$ cat src/rmq_pkg.sv
// Shared constants and types for the rotation matrix to quaternion converter.
// No dependencies; used by every module of the block.
package rmq_pkg;

    // Default word width of matrix entries and quaternion components (Q2.(W-2)).
    localparam int DATA_WIDTH = 16;

    // Which component carries the half root.
    typedef logic [1:0] t_sel;
    localparam t_sel SEL_W = 2'd0;
    localparam t_sel SEL_X = 2'd1;
    localparam t_sel SEL_Y = 2'd2;
    localparam t_sel SEL_Z = 2'd3;

endpackage

$ cat src/rmq_sqrt.sv
// Pipelined integer square root, rounded to nearest, one root bit per stage.
// Depends on rmq_pkg for the default width.
module rmq_sqrt #(
    parameter int W = rmq_pkg::DATA_WIDTH
) (
    input  logic             i_clk,
    input  logic             i_rst_n,
    input  logic             i_valid,
    input  logic [2*W-3:0]   i_rad,
    output logic             o_valid,
    output logic [W-2:0]     o_root
);
    localparam int NW = 2 * W - 2;
    localparam int NS = W - 1;

    logic          r_v    [0:NS];
    logic [NW-1:0] r_n    [0:NS];
    logic [W-2:0]  r_r    [0:NS];
    logic [W:0]    r_rem  [0:NS];

    // Input register.
    always_ff @(posedge i_clk) begin
        if (!i_rst_n) begin
            r_v[0] <= 1'b0;
        end else begin
            r_v[0] <= i_valid;
        end
        r_n[0]   <= i_rad;
        r_r[0]   <= '0;
        r_rem[0] <= '0;
    end

    // One restoring step per stage: bring down two bits, try root*4+1.
    for (genvar s = 0; s < NS; s++) begin : g_step
        logic [W+2:0] remsh;
        logic [W+2:0] trial;
        logic         take;
        logic [W:0]   n_rem;
        logic [W-2:0] n_r;

        always_comb begin
            remsh = {r_rem[s], r_n[s][NW-1:NW-2]};
            trial = {2'b00, r_r[s], 2'b01};
            take  = remsh >= trial;
            n_rem = take ? (W+1)'(remsh - trial) : remsh[W:0];
            n_r   = {r_r[s][W-3:0], take};
        end

        always_ff @(posedge i_clk) begin
            if (!i_rst_n) begin
                r_v[s+1] <= 1'b0;
            end else begin
                r_v[s+1] <= r_v[s];
            end
            r_n[s+1]   <= {r_n[s][NW-3:0], 2'b00};
            r_r[s+1]   <= n_r;
            r_rem[s+1] <= n_rem;
        end
    end

    // Round to nearest: remainder above the root means the next integer is closer.
    logic            r_ov;
    logic [W-2:0]    r_oroot;
    always_ff @(posedge i_clk) begin
        if (!i_rst_n) begin
            r_ov <= 1'b0;
        end else begin
            r_ov <= r_v[NS];
        end
        r_oroot <= r_r[NS] + (W-1)'(r_rem[NS] > {2'b00, r_r[NS]});
    end

    assign o_valid = r_ov;
    assign o_root  = r_oroot;

endmodule

$ cat config.mk
export PLATFORM = sky130hd
export DESIGN_NAME = rmq_sqrt
export DESIGN_NICKNAME = d
export VERILOG_FILES = /design/src/rmq_pkg.sv /design/src/rmq_sqrt.sv
export SDC_FILE = /design/constraint.sdc
export NUM_CORES = 1
export LEC_CHECK = 0
export BUFFER_PORTS_ARGS = -buffer_cell sky130_fd_sc_hd__buf_2
export CORE_ASPECT_RATIO = 1.1
export CORE_MARGIN = 2
export CORE_UTILIZATION = 65
export CTS_BUF_LIST = sky130_fd_sc_hd__clkbuf_4
export DETAILED_ROUTE_END_ITERATION = 10
export GPL_TIMING_DRIVEN = 0
export HOLD_SLACK_MARGIN = 0.1
export PLACE_DENSITY = 0.82
export SLEW_MARGIN = 25
export SYNTH_ARGS = -nofsm -noshare
export SYNTH_HDL_FRONTEND = slang
export SYNTH_SLANG_ARGS = --single-unit
$ cat constraint.sdc
create_clock -name i_clk -period 6.9 [get_ports i_clk]
set_input_delay 0.69 -clock i_clk [delete_from_list [all_inputs] [get_ports i_clk]]
set_output_delay 0.69 -clock i_clk [all_outputs]
set_load 0.01 [all_outputs]
Yosys cells after proc, flatten, opt, wreduce, memory -nomap -nowiden. Memories as Yosys holds them, arrays and structs flattened. A register that Yosys moved wholly into a read port is not among the register bits. Cells that the tools add are included.

Bits in registers: 15. Memory bits (writable): 1008. Memories: 4.

$add $sub $neg: 16. Reduce and logical (&&, ||, !) cells: 1. Magnitude comparators: 16. Muxes and demuxes: 33. Bitwise operators: 16.

Memory list: r_n (words 16, bits a word 30, rd ports 15, clocked after memory_dff 0, write ports 16, line rmq_sqrt.sv:17) `logic [NW-1:0] r_n [0:NS];`; r_rem (words 16, bits a word 17, rd ports 16, clocked after memory_dff 0, write ports 16, line rmq_sqrt.sv:19) `logic [W:0] r_rem [0:NS];`; r_r (words 16, bits a word 15, rd ports 16, clocked after memory_dff 0, write ports 16, line rmq_sqrt.sv:18) `logic [W-2:0] r_r [0:NS];`; r_v (words 16, bits a word 1, rd ports 16, clocked after memory_dff 1, write ports 16, line rmq_sqrt.sv:16) `logic r_v [0:NS];`.

Operators with widths (count): $ge 19x17->1 (15); $mux 17 (15); $sub 17x17->17 (15); $mux 1 (18); $gt 17x15->1 (1); $or 1x1->1 (16); $add 15x1->15 (1); $logic_not 1->1 (1).

Logic depth before layout (Yosys ltp). An unclocked memory read counts as a cell.

Word-level depth: 3. Mapped depth: 16. Mapped depth without buffers: 16.

Worst setup path after synthesis. OpenSTA, ideal clock, no wires.

Path kind: register -> register. Start: memory r_r[1][106] (netlist name). End: register r_oroot[10], in the netlist o_root[10]. Buffers on the path: 0. Setup time: 0.118 ns. Period minus slack after synthesis: 2.605 ns. Stages on the path, launching flop included: 17. Data required time: 6.782 ns. Slack: 4.295 ns. Arrival time: 2.487 ns. Cells stage by stage: dfxtp_1 > inv_1 > ha_1 > nor2b_1 > o21ai_0 > nand2b_1 > a21oi_1 > o21ai_0 > a31oi_1 > a31oi_1 > ha_1 > ha_1 > nand3_1 > nor2_1 > and4_1 > nand3_1 > xnor2_1.

RTL lines: from (decl) (line rmq_sqrt.sv:18); to (signal assigned) (line rmq_sqrt.sv:70) `r_oroot <= r_r[NS] + (W-1)'(r_rem[NS] > {2'b00, r_r[NS]});`; to (decl) (line rmq_sqrt.sv:63) `logic [W-2:0] r_oroot;`.

==> flow_summary.json <==
{
  "crit_fanout": 6,
  "core_sq_mm": 0.0350,
  "slowest_delay_ns": 0.49,
  "yosys.area.top_type": "dfxtp_1",
  "drive_gt1_share_pct": 13.1,
  "grt_pass1_wl_mm": 77.3,
  "synth_nets": 2396,
  "dr_total_vias": 16200,
  "power_density_mw_per_mm2": 386,
  "grt_max_degree": 17,
  "maxCapViolCount": 0,
  "hold_violations": 0,
  "post_drt_wl_per_cell_um": 15.5,
  "synth_ff_type": "dfxtp_1",
  "yosysWarnings": 0,
  "power_mw": 9.96,
  "cts_sinks": 629,
  "yosys-top-cells-area": "dfxtp_1 55%, ha_1 8.4%, xnor2_1 3.5%",
  "rr_endpoint": "o_root[10]$_DFF_P_",
  "synthArstFlopShare_pct": 0,
  "peakVddDrop_uv": 295,
  "ant_nets": 0,
  "finalSetupTns_ns": 0,
  "fp.dieW_um": 183,
  "skew_ns": 0.0487,
  "synth.avg_cell_area_sq_um": 10.3,
  "setup_viol": 0,
  "synth_edf_count": 0,
  "outcome": "complete, no violations",
  "die-area_sq_mm": 0.0367,
  "cts_setup_buffers": 0,
  "cp_common_cell": "ha_1",
  "r2r_setup_slack_ns": 3.52,
  "drc": 0,
  "synth_top_cell_area_share_pct": 55.1,
  "groute.usage.overall_pct": 25.8,
  "cp_data_required_time_ns": 7.64,
  "max-slew-margin-rel_pct": 42.3,
  "drtIter0Drc": 709,
  "cts_hold_buffers": 32,
  "endpoint_kind": "register",
  "initial_core_util_pct": 65.4,
  "worstSetupStartpoint": "r_r[1][106]$_DFF_P_",
  "critical_path_depth": 16,
  "path_class": "register to register",
  "portBuffers": 48,
  "fin_crit_ns": 3.38,
  "fp-row-count": 72,
  "first_global_vias": 16700,
  "tightest_slew_ns": 0.854,
  "power_leakage_nw": 12.3,
  "path_delay_family": "simple AND/OR/NAND/NOR gates",
  "dr.pass1.iters": 5,
  "slowest_stage": "dfxtp_1",
  "syn_inst": 2209,
  "ios": 49,
  "synthesis.area_sq_mm": 0.0229,
  "cts_tree": "done",
  "gp_congestion": 0.905,
  "numCtsBuffers": 146,
  "endpoint": "o_root[10]$_DFF_P_",
  "clockBufferDepth": 3,
  "dp_hpwl_mm": 32.1,
  "cp-start-kind": "register",
  "crit_buf_inv": 1,
  "cts_max_level": 4,
  "finalCritPeriodShare_pct": 49.0,
  "wl_mm": 46.2,
  "min_path_type": "register to register",
  "ys_seq_elements": 629,
  "rsz0062_at_grt": "no",
  "grt-ovfl-total": 0,
  "clk_pin_slew_ns": 0.07,
  "via_per_inst": 5.43,
  "ys_seq_area_share_pct": 55.1,
  "crit_path_cell_trace": "inv_1, ha_1, nor2b_1, o21ai_0, nand2b_1, a21oi_1, o21ai_0, a31oi_1, a31oi_1, ha_1, ha_1, nand3_1, nor2_1, and4_1, nand3_1, xnor2_1",
  "r2r_start": "r_r[1][106]$_DFF_P_",
  "reg2reg_depth": 16,
  "maxSlewViolCount": 0,
  "crit_arrival_ns": 4.12,
  "fin_nets": 2624,
  "worstSkewPairLatency_ns": 0.87,
  "fmax_mhz": 296,
  "antenna_found_initial": 1,
  "cts-root-buf": "clkbuf_4",
  "die_h_um": 201,
  "syn_to_final_growth_pct": 13.0,
  "cts-resized-gates": 0,
  "synth_cell_type_count": 82
}
-- routing by layer --
layer | track usage [%] | vias up | part of all wire (%)
li1 | - | 8122 | -
met1 | 29.5 | 7595 | 42
met2 | 47.1 | 394 | 51
met3 | 4.79 | 112 | 4.3
met4 | 10.8 | 0 | 2.7
met5 | 0 | - | 0
-- stage by stage --
step                util, %  hold slack, ns  instances  area [sq um]  worst slack (ns)
finish                 73.9           0.306       2987         25800              3.52
detailed placement     67.7           0.312       2701         23700              3.58
floorplan                 -           0.310       2209         22900              4.29
CTS                    73.9           0.293       2986         25800              3.57
global placement       67.7           0.310       2701         23700              3.65
global route           73.9           0.293       2987         25800              3.30
-- cell usage in the layout (no fill, tap or decap), drive strengths merged, types with 8 or more instances in the layout --
cell,netlist,routed
o21bai,16,16
nor4,24,24
nand3,33,33
inv,175,182
clkinv,1,40
nor3,56,56
o21ai,108,108
or4,17,17
o31ai,9,9
o21a,39,39
nand2b,27,27
nand2,130,130
nor2,149,149
dfxtp,629,629
and2,31,31
a211oi,18,18
buf,15,63
o31a,8,8
or3,26,26
xor2,85,85
a31oi,9,9
nor2b,21,21
a21o,34,34
clkbuf,20,220
xnor2,91,91
mux2,27,27
nand4,20,20
o211ai,8,8
and3,8,8
ha,154,154
dlygate4sd3,0,32
a21oi,128,128
-- sequential cells by signal, indices dropped and copies added, names as in the netlist --
register,flops
o_valid,1
o_root,15
r_n,240
r_rem,237
r_r,120
r_v,16
-- synthesized netlist by cell type (all sizes together), types with 9 or more instances --
master	count
a211oi	18
a21o	34
a21oi	128
a31oi	9
and2	31
buf	15
clkbuf	20
dfxtp	629
ha	154
inv	175
mux2	27
nand2	130
nand2b	27
nand3	33
nand4	20
nor2	149
nor2b	21
nor3	56
nor4	24
o21a	39
o21ai	108
o21bai	16
o31ai	9
or3	26
or4	17
xnor2	91
xor2	85
-- worst min path at each step --
stage / from / endpoint / slack [ns] / cells after the start
final: r_n[1][41]$_DFF_P_ / r_n[2][13]$_DFF_P_ / 0.31 / 0
after detailed placement: r_n[0][9]$_DFF_P_ / r_n[0][41]$_DFF_P_ / 0.31 / 0
after global routing: r_n[1][38]$_DFF_P_ / r_n[2][10]$_DFF_P_ / 0.29 / 0
after global placement: r_n[2][40]$_DFF_P_ / r_n[3][12]$_DFF_P_ / 0.31 / 0
after floorplan: r_n[0][0]$_DFF_P_ / r_n[0][32]$_DFF_P_ / 0.31 / 0
after CTS: r_n[1][41]$_DFF_P_ / r_n[2][13]$_DFF_P_ / 0.29 / 0
-- cell families (layout without fill, tap and decap cells) --
| logic type | after synthesis | after routing | synth area share (%) |
|---|---|---|---|
| adder cells (fa/ha/maj) | 154 | 154 | 8.43 |
| buffers and inverters | 211 | 544 | 3.55 |
| AO/OA/AOI/OAI | 427 | 427 | 11.8 |
| multiplexers | 32 | 32 | 1.55 |
| flip-flops | 629 | 629 | 55.1 |
| AND/OR/NAND/NOR | 579 | 579 | 12.8 |
| other | 1 | 2 | 0.0164 |
| XOR/XNOR | 176 | 176 | 6.74 |
-- worst register-to-register path, delay by kind of cell, from the launching register on --
kind	cells	cell delay, ns
AOI/OAI and AO/OA	5	0.69
DFF	1	0.49
adders and majority gates	3	0.89
xor gates and xnor gates	1	0.14
and+or+nand+nor	6	0.99
buffers and inverters	1	0.08
-- layout make-up --
class                           count  area [sq um]
Antenna cell                        1          2.50
Buffer                             35           150
Clock buffer                      200          1500
Clock inverter                     53           344
Fill cell                        2363          9130
Inverter                          176           661
Multi-Input combinational cell   1369          9460
Sequential cell                   629         12600
Tap cell                          444           556
Timing Repair Buffer               80           561
-- where the power goes --
group	leakage [nW]	total, mW	internal [mW]	switching (mW)
registers	5.27	4.78	4.33	0.457
clock network	1.07	2.88	1.48	1.41
logic	5.99	2.30	1.06	1.24
(Power assumes the default switching activity.)
