[src/rmq_pkg.sv]
// Shared constants and types for the rotation matrix to quaternion converter.
// No dependencies; used by every module of the block.
package rmq_pkg;

    // Default word width of matrix entries and quaternion components (Q2.(W-2)).
    localparam int DATA_WIDTH = 16;

    // Which component carries the half root.
    typedef logic [1:0] t_sel;
    localparam t_sel SEL_W = 2'd0;
    localparam t_sel SEL_X = 2'd1;
    localparam t_sel SEL_Y = 2'd2;
    localparam t_sel SEL_Z = 2'd3;

endpackage

[src/rmq_div.sv]
// Pipelined signed quotient round(num * 2^(W-2) / (4*root)) with saturation.
// Restoring division, one quotient bit per stage; depends on rmq_pkg.
module rmq_div #(
    parameter int W = rmq_pkg::DATA_WIDTH
) (
    input  logic                i_clk,
    input  logic                i_rst_n,
    input  logic                i_valid,
    input  logic signed [W:0]   i_num,
    input  logic [W-2:0]        i_root,
    output logic                o_valid,
    output logic signed [W-1:0] o_q
);
    localparam int Q = W - 2;

    // Stage A: magnitude, rounded dividend and divisor.
    logic           r_av;
    logic           r_aneg;
    logic [2*W-1:0] r_ad;
    logic [W:0]     r_aden;
    logic [W:0]     mag;

    always_comb begin
        mag = i_num[W] ? (W+1)'(-i_num) : i_num;
    end

    always_ff @(posedge i_clk) begin
        if (!i_rst_n) begin
            r_av <= 1'b0;
        end else begin
            r_av <= i_valid;
        end
        r_aneg <= i_num[W];
        r_ad   <= {1'b0, mag, {Q{1'b0}}} + {{W{1'b0}}, i_root, 1'b0};
        r_aden <= {i_root, 2'b00};
    end

    // Step registers; index 0 holds the overflow check and the upper dividend half.
    logic         r_v   [0:W];
    logic         r_neg [0:W];
    logic         r_ovf [0:W];
    logic [W:0]   r_den [0:W];
    logic [W:0]   r_rem [0:W];
    logic [W-1:0] r_lo  [0:W];
    logic [W-1:0] r_q   [0:W];

    always_ff @(posedge i_clk) begin
        if (!i_rst_n) begin
            r_v[0] <= 1'b0;
        end else begin
            r_v[0] <= r_av;
        end
        r_neg[0] <= r_aneg;
        r_ovf[0] <= {1'b0, r_ad[2*W-1:W]} >= r_aden;
        r_den[0] <= r_aden;
        r_rem[0] <= {1'b0, r_ad[2*W-1:W]};
        r_lo[0]  <= r_ad[W-1:0];
        r_q[0]   <= '0;
    end

    // One quotient bit per stage.
    for (genvar s = 0; s < W; s++) begin : g_step
        logic [W+1:0] remsh;
        logic         take;
        logic [W:0]   n_rem;

        always_comb begin
            remsh = {r_rem[s], r_lo[s][W-1]};
            take  = remsh >= {1'b0, r_den[s]};
            n_rem = take ? (W+1)'(remsh - {1'b0, r_den[s]}) : remsh[W:0];
        end

        always_ff @(posedge i_clk) begin
            if (!i_rst_n) begin
                r_v[s+1] <= 1'b0;
            end else begin
                r_v[s+1] <= r_v[s];
            end
            r_neg[s+1] <= r_neg[s];
            r_ovf[s+1] <= r_ovf[s];
            r_den[s+1] <= r_den[s];
            r_rem[s+1] <= n_rem;
            r_lo[s+1]  <= {r_lo[s][W-2:0], 1'b0};
            r_q[s+1]   <= {r_q[s][W-2:0], take};
        end
    end

    // Apply sign and saturate to the signed word range.
    localparam logic [W-1:0] MAX_POS = {1'b0, {(W-1){1'b1}}};
    localparam logic [W-1:0] MIN_MAG = {1'b1, {(W-1){1'b0}}};

    logic              r_ov;
    logic signed [W-1:0] r_oq;
    logic signed [W-1:0] n_oq;

    always_comb begin
        if (r_neg[W]) begin
            if (r_ovf[W] || r_q[W] > MIN_MAG) begin
                n_oq = MIN_MAG;
            end else begin
                n_oq = -r_q[W];
            end
        end else begin
            if (r_ovf[W] || r_q[W] > MAX_POS) begin
                n_oq = MAX_POS;
            end else begin
                n_oq = r_q[W];
            end
        end
    end

    always_ff @(posedge i_clk) begin
        if (!i_rst_n) begin
            r_ov <= 1'b0;
        end else begin
            r_ov <= r_v[W];
        end
        r_oq <= n_oq;
    end

    assign o_valid = r_ov;
    assign o_q     = r_oq;

endmodule
[config.mk]
export PLATFORM = sky130hd
export DESIGN_NAME = rmq_div
export DESIGN_NICKNAME = d
export VERILOG_FILES = /design/src/rmq_pkg.sv /design/src/rmq_div.sv
export SDC_FILE = /design/constraint.sdc
export NUM_CORES = 1
export LEC_CHECK = 0
export BUFFER_PORTS_ARGS = -buffer_cell sky130_fd_sc_hd__buf_4
export CAP_MARGIN = 20
export CORE_MARGIN = 4
export CORE_UTILIZATION = 62
export DETAILED_ROUTE_END_ITERATION = 16
export PLACE_DENSITY_LB_ADDON = 0.05
export SLEW_MARGIN = 20
export SYNTH_ARGS = -nofsm -noshare
export SYNTH_HDL_FRONTEND = slang
export SYNTH_SLANG_ARGS = --single-unit
[constraint.sdc]
create_clock -name i_clk -period 3.6 [get_ports i_clk]
set_input_delay 0.36 -clock i_clk [delete_from_list [all_inputs] [get_ports i_clk]]
set_output_delay 0.36 -clock i_clk [all_outputs]
set_load 0.01 [all_outputs]
# Word level (Yosys, flattened, before mapping)
# Memory sizes are Yosys's and may differ from the RTL's. A register that Yosys moved wholly into a read port is not among the register bits.
# Index checks and enable logic that the tools add are counted.
# totals
mem_bits_rw,1173
in_bits,35
memories,7
out_inout_bits,17
elab_cells,109
register_bits,65
# mem_list
memory,depth,word_bits,rd,rd_ports_with_merged_regs,wr,line_no,text
r_den,17,17,16,0,17,rmq_div.sv:42,logic [W:0] r_den [0:W];
r_rem,17,17,16,0,17,rmq_div.sv:43,logic [W:0] r_rem [0:W];
r_lo,17,16,16,0,17,rmq_div.sv:44,logic [W-1:0] r_lo [0:W];
r_q,17,16,17,0,17,rmq_div.sv:45,logic [W-1:0] r_q [0:W];
r_neg,17,1,17,0,17,rmq_div.sv:40,logic r_neg [0:W];
r_ovf,17,1,17,0,17,rmq_div.sv:41,logic r_ovf [0:W];
1 more memories,n/a,n/a,n/a,n/a,n/a,n/a,
# classes
addsub,19
bitwise_logic,17
n_lt_le_gt_ge,19
reduce_logical,3
n_mux,39
# op_table
operator,count
$mux 17,17
$ge 18x17->1,16
$sub 17x17->17,16
$mux 16,3
$add 31x16->32,1
$mux 1,19
$ge 16x17->1,1
$neg 17->17,1
$or 1x1->1,17
$gt 16x15->1 const B,1
$gt 16x16->1 const B,1
$neg 16->16,1
$logic_or 1x1->1,2
$logic_not 1->1,1

# Logic depth before layout (Yosys ltp)
# Gate-level depths: netlist of run 1.
# An unclocked memory read counts as a cell.
# depth
depth_word,5
mapped_depth,13
depth_no_buf,12

# Worst setup path before layout of run 1
# No wires, ideal clock.
# synth_path
path_type,input to register
startpoint,in i_num[16]
endpoint,reg r_ad[29]
n_path_buf,3
setup_slack_ns,0.349
t_required_ns,3.528
arrival_ns,3.179
path_stages,12
setup_ns,0.072
cell_sequence,clkbuf_1 > clkbuf_1 > clkbuf_1 > o21ai_0 > ha_1 > a21oi_1 > nor2_1 > or4b_4 > and4bb_1 > mux2_1 > a31oi_1 > xor2_1
# synth_via
elab_chain_len,2
# synth_lines
item,line_no,text
"start, declared",rmq_div.sv:9,"input logic signed [W:0] i_num,"
$mux 17,rmq_div.sv:24,mag = i_num[W] ? (W+1)'(-i_num) : i_num;
$add 31x16->32,rmq_div.sv:34,"r_ad <= {1'b0, mag, {Q{1'b0}}} + {{W{1'b0}}, i_root, 1'b0};"
"end signal, assigned",rmq_div.sv:34,
"end, declared",rmq_div.sv:19,logic [2*W-1:0] r_ad;
# Every way passes these cells.
# A chain may end at the register's enable or synchronous reset.

==> results.txt, run 1 <==
Outcome - finished clean
Diode count - 0
Num rows - 80
Crit. End Element - flip-flop
Netlist Area Pre-Place - 30,100 sq um
RSZ-0062 raised after global routing - no
Synthesized flop and latch total - 728
Post-Route WL - 63,100 um
Crit path largest cell delay - 0.53 ns
Port bufs - 51
Initial core utilization - 62.9%
Mean Syn Cell Area - 10.1 sq um
Maximum vdd drop - 0.000630 V
Finished Layout Cells - 3,789
Share of the synthesized area in the top cell type - 48.4%
Starting DRT DRC Count - 1,149
Fmax - 310 MHz
Switch share - 34.7%
DIE HEIGHT - 228 um
Post-synth top area cell - dfxtp_1
Die area - 52,100 sq um
Nets - 3,423
Setup-failing EPs final - 0
GRT Residual Overflow - 0
Dpl hpwl - 47,300 um
RePlAce Congestion - 0.909
FF-to-FF path depth - 11
Slowest stage cell, crit path - a31oi_4
Clock buffer depth - 3
CP arrival - 3.70 ns
Core box area - 47,800 sq um
Yosys cell types - 88
Layout cells sized above 1 - 11.5%
CP startpoint - r_rem[0][52]
Async SR Flop Fraction - 0%
Clock Skew - 0.0255 ns
Most frequent cells in the layout - dfxtp_1, inv_1, ha_1
Sw power - 0.0115 W
Post-DP Area - 31,300 sq um
Max_cap viols - 0
Antenna violations before repair - 0
Slew @ Worst Pin - 0.876 ns
Critical Path Source Type - flip-flop
Fill count - 3,632
Cells after Synth - 2,990
Post-Synthesis Net Count - 3,298
Slew headroom - 40.9%
Leakage - 15.5 nW
CTS tree - yes
FF-to-FF Start - r_rem[0][52]
Worst hold slack - 0.0504 ns
Yosys warns - 0
Wire length of the first global-routing pass - 104,000 um
Setup slack, reg-to-reg - 0.37 ns
Worst Setup EP - r_rem[0][72]
Seq pwr share - 35.8%
Vias - 20.9k
Router iterations before antenna repair - 6
Vias in the first global route - 20.9k
Seq/Total Area, Yosys - 48.4%
Critical path type - flip-flop to flip-flop
Max FO, Critical Path - 15
DR WL/cell - 16.6 um
Post-CTS sizing - 0
Minimum clock period - 3.23 ns
Max Slew Vio Count - 0
Final hold violations - 0
Hold WC Path Type - primary input to flip-flop
Top_reg_cell synth - dfxtp_1
Clock tree sinks - 728
I/O pin count - 52
Critical R2R Capture - r_rem[0][72]
Worst-Skew Late Latency - 0.61 ns
PD cells - 976 nW/um^2
Clock Tree Root - clkbuf_16
Area growth, synth to finish - 12.7%
Dpl cells - 3,637
DRC Markers - 0
Critical Path RT - 4.07 ns
All-layer global routing usage - 23.9%
# H-tree levels - 3
Post-route ant nets - 0
Clock transition at path regs - 0.06 ns
DIE WIDTH - 228 um
Share of total power in combinational logic - 40.7%
Setup TNS Final - 0 ns
Largest net degree at the start of global routing - 28
Final instance area - 33,900 sq um
HP Start - i_num[8]
Period utilization - 89.7%
Post-DR vias/cell - 5.53
Clk pwr share - 23.5%
Cell-by-cell trace of the critical path - inv_1 > ha_1 > fa_1 > inv_1 > a21o_1 > a221o_1 > a31oi_2 > o41ai_1 > a221o_1 > a31oi_4 > mux2_2
Most common cell after layout, fill and taps aside - dfxtp_1
Largest cells by area after synthesis - dfxtp_1, ha_1, mux2_2, inv_1, xnor2_1
Number of flops mapped to enable cells by yosys - 0
Internal power - 0.0216 W
CTS buffer count - 73
metrics by stage:
stage               utilization, %  setup slack [ns]  power, W
finish                        70.9             0.372    0.0331
global route                  70.9            0.0911    0.0355
CTS                           70.9             0.386    0.0333
detailed placement            65.3             0.439    0.0253
global placement              65.3             0.461    0.0249
floorplan                        -             0.349    0.0220
power groups by stage:
stage	registers (W)	logic [W]	clock network (W)
after floorplan	0.0114	0.0106	0
after global placement	0.0121	0.0129	0
after detailed placement	0.0120	0.0132	0
after CTS	0.0119	0.0134	0.00794
after global routing	0.0121	0.0151	0.00829
final	0.0119	0.0135	0.00777
kinds of logic after synthesis:
kind of cell	after synthesis	synth area share, %
simple gates	685	11.5
flops	728	48.4
buf+inv	366	4.68
fa+ha+maj	273	11.7
compound gates	610	13.0
xor+xnor	186	5.41
other cells	1	0.0125
mux	141	5.20
worst min path at each step:
stage,endpoint,depth (start not counted)
floorplan,r_lo[0][14],0
global placement,r_neg[0][0],0
detailed placement,r_neg[1][6],0
CTS,r_aneg,1
global route,r_ad[22],2
finish,r_ad[22],2
synth_stat cells (all sizes together), types with 40 or more instances:
cell type,number
o21ai,126
dfxtp,728
nor2,192
nor2b,48
nor3,61
xor2,71
inv,322
xnor2,115
ha,257
a21oi,194
mux2,122
nand2,147
nand3,40
a21o,55
flip-flops by register name, summed over array words and instances (netlist names):
| name | cells |
|---|---|
| r_rem | 271 |
| r_q | 136 |
| r_lo | 119 |
| r_den | 99 |
| r_ad | 18 |
| r_neg | 17 |
| r_ovf | 17 |
| r_v | 17 |
| o_q | 16 |
| r_aden | 15 |
| o_valid | 1 |
| r_aneg | 1 |
| r_av | 1 |
final cells by class:
cell class                      count  area (sq um)  area share, %
Clock inverter                     37           480           1.42
Multi-Input combinational cell   1896         14100           41.6
Inverter                          323          1210           3.57
Timing Repair Buffer               93           743           2.19
Sequential cell                   728         14600           42.9
Tap cell                          615           769           2.27
Clock buffer                       97          2030           5.98
worst max-delay path: cells and delay by family (launching register included):
| kind | cells | cell delay, ns |
|---|---|---|
| compound gates | 6 | 1.86 |
| fa+ha+maj | 2 | 0.41 |
| mux | 1 | 0.41 |
| flops | 1 | 0.29 |
| buf+inv | 2 | 0.12 |
routing by layer:
layer	up-vias	global-route usage, %	wire [um]
met1	9789	31.2	28700
met2	437	40.9	30200
met5	-	0	0
met3	131	3.79	2340
met4	0	7.44	1750
li1	10600	-	-
what timing repair did:
item	CTS	global route
endpoints found under the hold margin	18	0
hold buffers	18	0
buffers inserted	0	0
Power figures use the tool's default switching activity.
==> run 2: changes to the inputs <==
- BUFFER_PORTS_ARGS: -buffer_cell sky130_fd_sc_hd__buf_4 -> default
- CTS_CLUSTER_SIZE: default -> 20
- DONT_BUFFER_PORTS: default -> 1
==> results.txt, run 2 (same netlist as run 1, synthesis figures left out) <==
Outcome - finished clean (unchanged)
DIE HEIGHT - 228 um (unchanged)
Max Slew Vio Count - 0 (unchanged)
Final setup margin - 0.323 ns (was 0.372 ns)
Leading registers by flop count - r_rem x271, r_q x136, r_lo x119 (unchanged)
GRT Residual Overflow - 0 (unchanged)
Vias in the first global route - 20.6k (was 20.9k)
Setup-failing EPs final - 0 (unchanged)
CTS buffer count - 74 (was 73)
Minimum clock period - 3.28 ns (was 3.23 ns)
Fmax - 305 MHz (was 310 MHz)
HP Start - i_num[3] (was i_num[8])
Num rows - 80 (unchanged)
Initial core utilization - 62.9% (unchanged)
# H-tree levels - 3 (unchanged)
Layout cells sized above 1 - 9.86% (was 11.5%)
Slew headroom - 45.7% (was 40.9%)
Most flop-heavy register - r_rem (unchanged)
Critical path type - flip-flop to flip-flop (unchanged)
Starting DRT DRC Count - 1,226 (was 1,149)
Clock tree sinks - 728 (unchanged)
Largest net degree at the start of global routing - 28 (unchanged)
Diode count - 0 (unchanged)
Setup TNS Final - 0 ns (unchanged)
RePlAce Congestion - 0.899 (was 0.909)
Critical Path Source Type - flip-flop (unchanged)
Hold WC Path Type - primary input to flip-flop (unchanged)
All-layer global routing usage - 23.5% (was 23.9%)
Nets - 3,381 (was 3,423)
RSZ-0062 raised after global routing - no (unchanged)
CP startpoint - r_rem[0][120] (was r_rem[0][52])
Most common cell after layout, fill and taps aside - dfxtp_1 (unchanged)
Clock buffer depth - 3 (unchanged)
Post-DR vias/cell - 5.52 (was 5.53)
Critical Path RT - 4.08 ns (was 4.07 ns)
Die area - 52,100 sq um (unchanged)
FF-to-FF Start - r_rem[0][120] (was r_rem[0][52])
Worst-Skew Late Latency - 0.61 ns (about the same)
Dpl hpwl - 46,000 um (was 47,300 um)
DRC Markers - 0 (unchanged)
Slew @ Worst Pin - 0.804 ns (was 0.876 ns)
DIE WIDTH - 228 um (unchanged)
CP arrival - 3.76 ns (was 3.70 ns)
Setup slack, reg-to-reg - 0.32 ns (was 0.37 ns)
Wire length of the first global-routing pass - 102,000 um (was 104,000 um)
Max reg flops - 271 (unchanged)
PD cells - 979 nW/um^2 (was 976 nW/um^2)
Area growth, synth to finish - 11.9% (was 12.7%)
Router iterations before antenna repair - 7 (was 6)
I/O pin count - 52 (unchanged)
Pre-CTS setup slack - 0.381 ns (was 0.439 ns)
Core box area - 47,800 sq um (unchanged)
Post-Route WL - 62,000 um (was 63,100 um)
Final hold violations - 0 (unchanged)
Maximum vdd drop - 0.000572 V (was 0.000630 V)
Crit. End Element - flip-flop (unchanged)
Vias - 20.7k (was 20.9k)
Max_cap viols - 0 (unchanged)
Post-route ant nets - 0 (unchanged)
Max FO, Critical Path - 26 (was 15)
Clock Skew - 0.0190 ns (was 0.0255 ns)
DR WL/cell - 16.6 um (about the same)
Clock Tree Root - clkbuf_16 (unchanged)
Clock transition at path regs - 0.06 ns (about the same)
Most frequent cells in the layout - dfxtp_1, inv_1, ha_1 (unchanged)
Port bufs - 0 (was 51)
Leakage - 15.3 nW (was 15.5 nW)
Post-CTS setup buffer count - 0 (unchanged)
Period utilization - 91.0% (was 89.7%)
CTS tree - yes (unchanged)
Antenna violations before repair - 0 (unchanged)
-- run 2: changes by cell type in the layout (fill, tap and decap cells not counted), sizes merged --
cell | previous run | this run
clkinv | 17 | 13
clkbuf | 97 | 98
clkinvlp | 7 | 5
dlygate4sd3 | 18 | 32
inv | 327 | 326
buf | 75 | 18
-- run 2: routing by layer --
metal	global-route usage [%]	wire length [um]	vias up
met5	0	0	-
met4	6.85	1460	0
met3	3.50	2190	114
met2	40.7	29900	396
met1	30.6	28400	9666
li1	-	-	10500
-- run 2: critical path, stage by stage (launching register included) --
cell and delay [ns]:
dfxtp_1 0.32, inv_1 0.08, ha_1 0.19, fa_1 0.22, nor2b_1 0.07, o31a_1 0.27, o311a_1 0.33, o41ai_1 0.53
nand2_1 0.12, a211o_1 0.63, mux2_2 0.40
-- run 2: where the power goes --
group	switching (W)	leakage (nW)	internal, W	total, W
sequential	0.00138	6.13	0.0105	0.0119
clock	0.00307	1.23	0.00476	0.00784
combinational	0.00688	7.99	0.00638	0.0133
-- run 2: stage by stage --
step	power [W]	hold WS [ns]	cell area, sq um	std cells	util (%)
floorplan	0.0220	0.310	30100	2990	-
global placement	0.0247	0.310	30800	3580	64.4
detailed placement	0.0250	0.312	30800	3580	64.4
CTS	0.0331	0.00729	33700	3740	70.4
global route	0.0352	0.0240	33700	3740	70.4
finish	0.0330	0.0310	33700	3740	70.4
-- run 2: path summary, 6_finish.rpt --
check	cells after the start	endpoint
hold reg to reg	0	r_neg[1][4]
setup / recovery	10	r_rem[0][141]
setup reg to reg	10	r_rem[0][141]
hold / removal	2	r_ad[18]
-- run 2: cell type report --
| class | count | area (sq um) |
|---|---|---|
| Timing Repair Buffer | 50 | 455 |
| Clock buffer | 98 | 2100 |
| Clock inverter | 30 | 429 |
| Fill cell | 3566 | 14200 |
| Tap cell | 615 | 769 |
| Multi-Input combinational cell | 1896 | 14100 |
| Sequential cell | 728 | 14600 |
| Inverter | 323 | 1210 |
-- run 2: what timing repair did --
action,4_1_cts,5_1_grt
hold buffers,32,0
setup endpoints to repair,0,0
gates resized for setup,0,0
hold endpoints to repair,48,0
==> run 3: changes to the inputs <==
--- a/config.mk
+++ b/config.mk
@@ -8,4 +8,6 @@
 export CAP_MARGIN = 20
+export CELL_PAD_IN_SITES_DETAIL_PLACEMENT = 1
+export CELL_PAD_IN_SITES_GLOBAL_PLACEMENT = 1
 export CORE_MARGIN = 4
-export CORE_UTILIZATION = 62
+export CORE_UTILIZATION = 50
 export CTS_CLUSTER_SIZE = 20
@@ -14,3 +16,2 @@
 export PLACE_DENSITY_LB_ADDON = 0.05
-export SLEW_MARGIN = 20
 export SYNTH_ARGS = -nofsm -noshare
==> constraint.sdc (replaced) <==
create_clock -name i_clk -period 3.6 [get_ports i_clk]
set_input_delay 0.54 -clock i_clk [delete_from_list [all_inputs] [get_ports i_clk]]
set_output_delay 0.54 -clock i_clk [all_outputs]
set_load 0.01 [all_outputs]
==> results.txt, run 3 (same netlist as run 1, synthesis figures left out) <==
Period utilization - 90.6% (was 91.0%)
Post-DR vias/cell - 5.40 (was 5.52)
Core box area - 59,400 sq um (was 47,800 sq um)
GRT Residual Overflow - 0 (unchanged)
Multi-input gate area - 14,100 sq um (unchanged)
Critical Path RT - 4.09 ns (was 4.08 ns)
DIE WIDTH - 253 um (was 228 um)
CTS tree - yes (unchanged)
RSZ-0062 raised after global routing - no (unchanged)
Nets - 3,374 (was 3,381)
Final hold violations - 0 (unchanged)
Crit path largest cell delay - 0.46 ns (was 0.63 ns)
Fill count - 6,422 (was 3,566)
Starting DRT DRC Count - 869 (was 1,226)
DIE HEIGHT - 253 um (was 228 um)
Outcome - finished clean (unchanged)
Initial core utilization - 50.7% (was 62.9%)
Leading registers by flop count - r_rem x271, r_q x136, r_lo x119 (unchanged)
Setup slack, reg-to-reg - 0.34 ns (was 0.32 ns)
Router iterations before antenna repair - 5 (was 7)
Layout cells sized above 1 - 10.5% (was 9.86%)
Area growth, synth to finish - 12.4% (was 11.9%)
Most common cell after layout, fill and taps aside - dfxtp_1 (unchanged)
PD cells - 993 nW/um^2 (was 979 nW/um^2)
Vias - 21.1k (was 20.7k)
Clock buffer depth - 3 (unchanged)
DRC Markers - 0 (unchanged)
Post-Route WL - 71,900 um (was 62,000 um)
Max reg flops - 271 (unchanged)
Critical path type - flip-flop to flip-flop (unchanged)
Critical Path Source Type - flip-flop (unchanged)
Diode count - 0 (unchanged)
# H-tree levels - 3 (unchanged)
Clock transition at path regs - 0.06 ns (about the same)
Clock Tree Root - clkbuf_16 (unchanged)
Register Area - 14,600 sq um (unchanged)
Minimum clock period - 3.26 ns (was 3.28 ns)
Slew @ Worst Pin - 0.897 ns (was 0.804 ns)
Port bufs - 0 (unchanged)
All-layer global routing usage - 22.5% (was 23.5%)
Setup-failing EPs final - 0 (unchanged)
Max FO, Critical Path - 27 (was 26)
Max_cap viols - 0 (unchanged)
Clock tree sinks - 728 (unchanged)
I/O pin count - 52 (unchanged)
Vias in the first global route - 22.7k (was 20.6k)
Slew headroom - 38.7% (was 45.7%)
Most frequent cells in the layout - dfxtp_1, inv_1, ha_1 (unchanged)
Die area - 64,200 sq um (was 52,100 sq um)
Crit. End Element - flip-flop (unchanged)
Antenna violations before repair - 2 (was 0)
Pwr Total - 0.0336 W (was 0.0330 W)
Hold WC Path Type - primary input to flip-flop (unchanged)
Slowest stage cell, crit path - a211oi_1 (was a211o_1)
Cell-by-cell trace of the critical path - inv_1 > ha_1 > fa_1 > nor2b_1 > o21a_1 > o21ai_0 > a211oi_1 > o221ai_1 > a21oi_2 > buf_4 > mux2_2 (was inv_1 > ha_1 > fa_1 > nor2b_1 > o31a_1 > o311a_1 > o41ai_1 > nand2_1 > a211o_1 > mux2_2)
Largest net degree at the start of global routing - 28 (unchanged)
Maximum vdd drop - 0.000468 V (was 0.000572 V)
Num rows - 89 (was 80)
Wire length of the first global-routing pass - 118,000 um (was 102,000 um)
Post-route ant nets - 0 (unchanged)
Clock Skew - 0.0178 ns (was 0.0190 ns)
CP arrival - 3.75 ns (was 3.76 ns)
Leakage - 15.3 nW (about the same)
RePlAce Congestion - 0.867 (was 0.899)
Setup TNS Final - 0 ns (unchanged)
Worst-Skew Late Latency - 0.60 ns (was 0.61 ns)
DR WL/cell - 18.4 um (was 16.6 um)
CTS buffer count - 77 (was 74)
Dpl hpwl - 54,400 um (was 46,000 um)
Fmax - 306 MHz (was 305 MHz)
Most flop-heavy register - r_rem (unchanged)
Max Slew Vio Count - 0 (unchanged)
## run 3: critical path, delay by kind of cell, from the launching register on
family / cells / cell delay [ns]
mux: 1 / 0.37
buf+inv: 2 / 0.39
compound gates: 5 / 1.25
simple gates: 1 / 0.13
fa+ha+maj: 2 / 0.64
flops: 1 / 0.35
## run 3: final cells by class
| class | count | area share, % |
|---|---|---|
| clock buffer | 98 | 6.47 |
| clock inverter | 43 | 1.24 |
| inverter | 323 | 3.58 |
| multi-input combinational | 1896 | 41.8 |
| sequential | 728 | 43.1 |
| tap | 773 | 2.86 |
| timing repair buffer | 40 | 1.01 |
## run 3: power by group
part / total, W / switching [W] / internal, W
clock network: 0.00797 / 0.00326 / 0.00471
logic: 0.0137 / 0.00726 / 0.00641
registers: 0.0120 / 0.00146 / 0.0105
total: 0.0336 / 0.0120 / 0.0216
## run 3: what timing repair did
| action | 4_1_cts | 5_1_grt |
|---|---|---|
| setup buffers | 0 | 0 |
| hold buffers | 17 | 0 |
| hold endpoints to repair | 17 | 0 |
| resized for setup | 0 | 0 |
## run 3: layer usage
layer / global-route usage, % / share of wire (%) / up-vias
met5: 0 / 0 / -
met4: 6.04 / 2.6 / 0
met3: 3.06 / 2.6 / 129
met2: 39.5 / 48 / 271
met1: 29.3 / 46 / 10200
li1: - / - / 10500
## run 3: stage by stage
stage / cells / area, sq um / utilization (%) / worst slack, ns / hold WS, ns
5_1_grt: 3901 / 33800 / 57.0 / 0.0907 / 0.0158
3_3_place_gp: 3743 / 31100 / 52.3 / 0.429 / 0.310
3_5_place_dp: 3743 / 31100 / 52.3 / 0.362 / 0.313
2_1_floorplan: 2990 / 30100 / - / 0.169 / 0.310
6_report: 3901 / 33800 / 57.0 / 0.337 / 0.0454
4_1_cts: 3901 / 33800 / 57.0 / 0.334 / 0.0115
## run 3: path summary, 6_finish.rpt
path	cells past startpoint	to	start
setup reg to reg	11	r_rem[0][265]	r_rem[0][239]
hold / removal	1	r_ad[27]	i_num[13]
hold reg to reg	0	r_q[0][214]	r_q[0][197]
setup / recovery	11	r_rem[0][265]	r_rem[0][239]
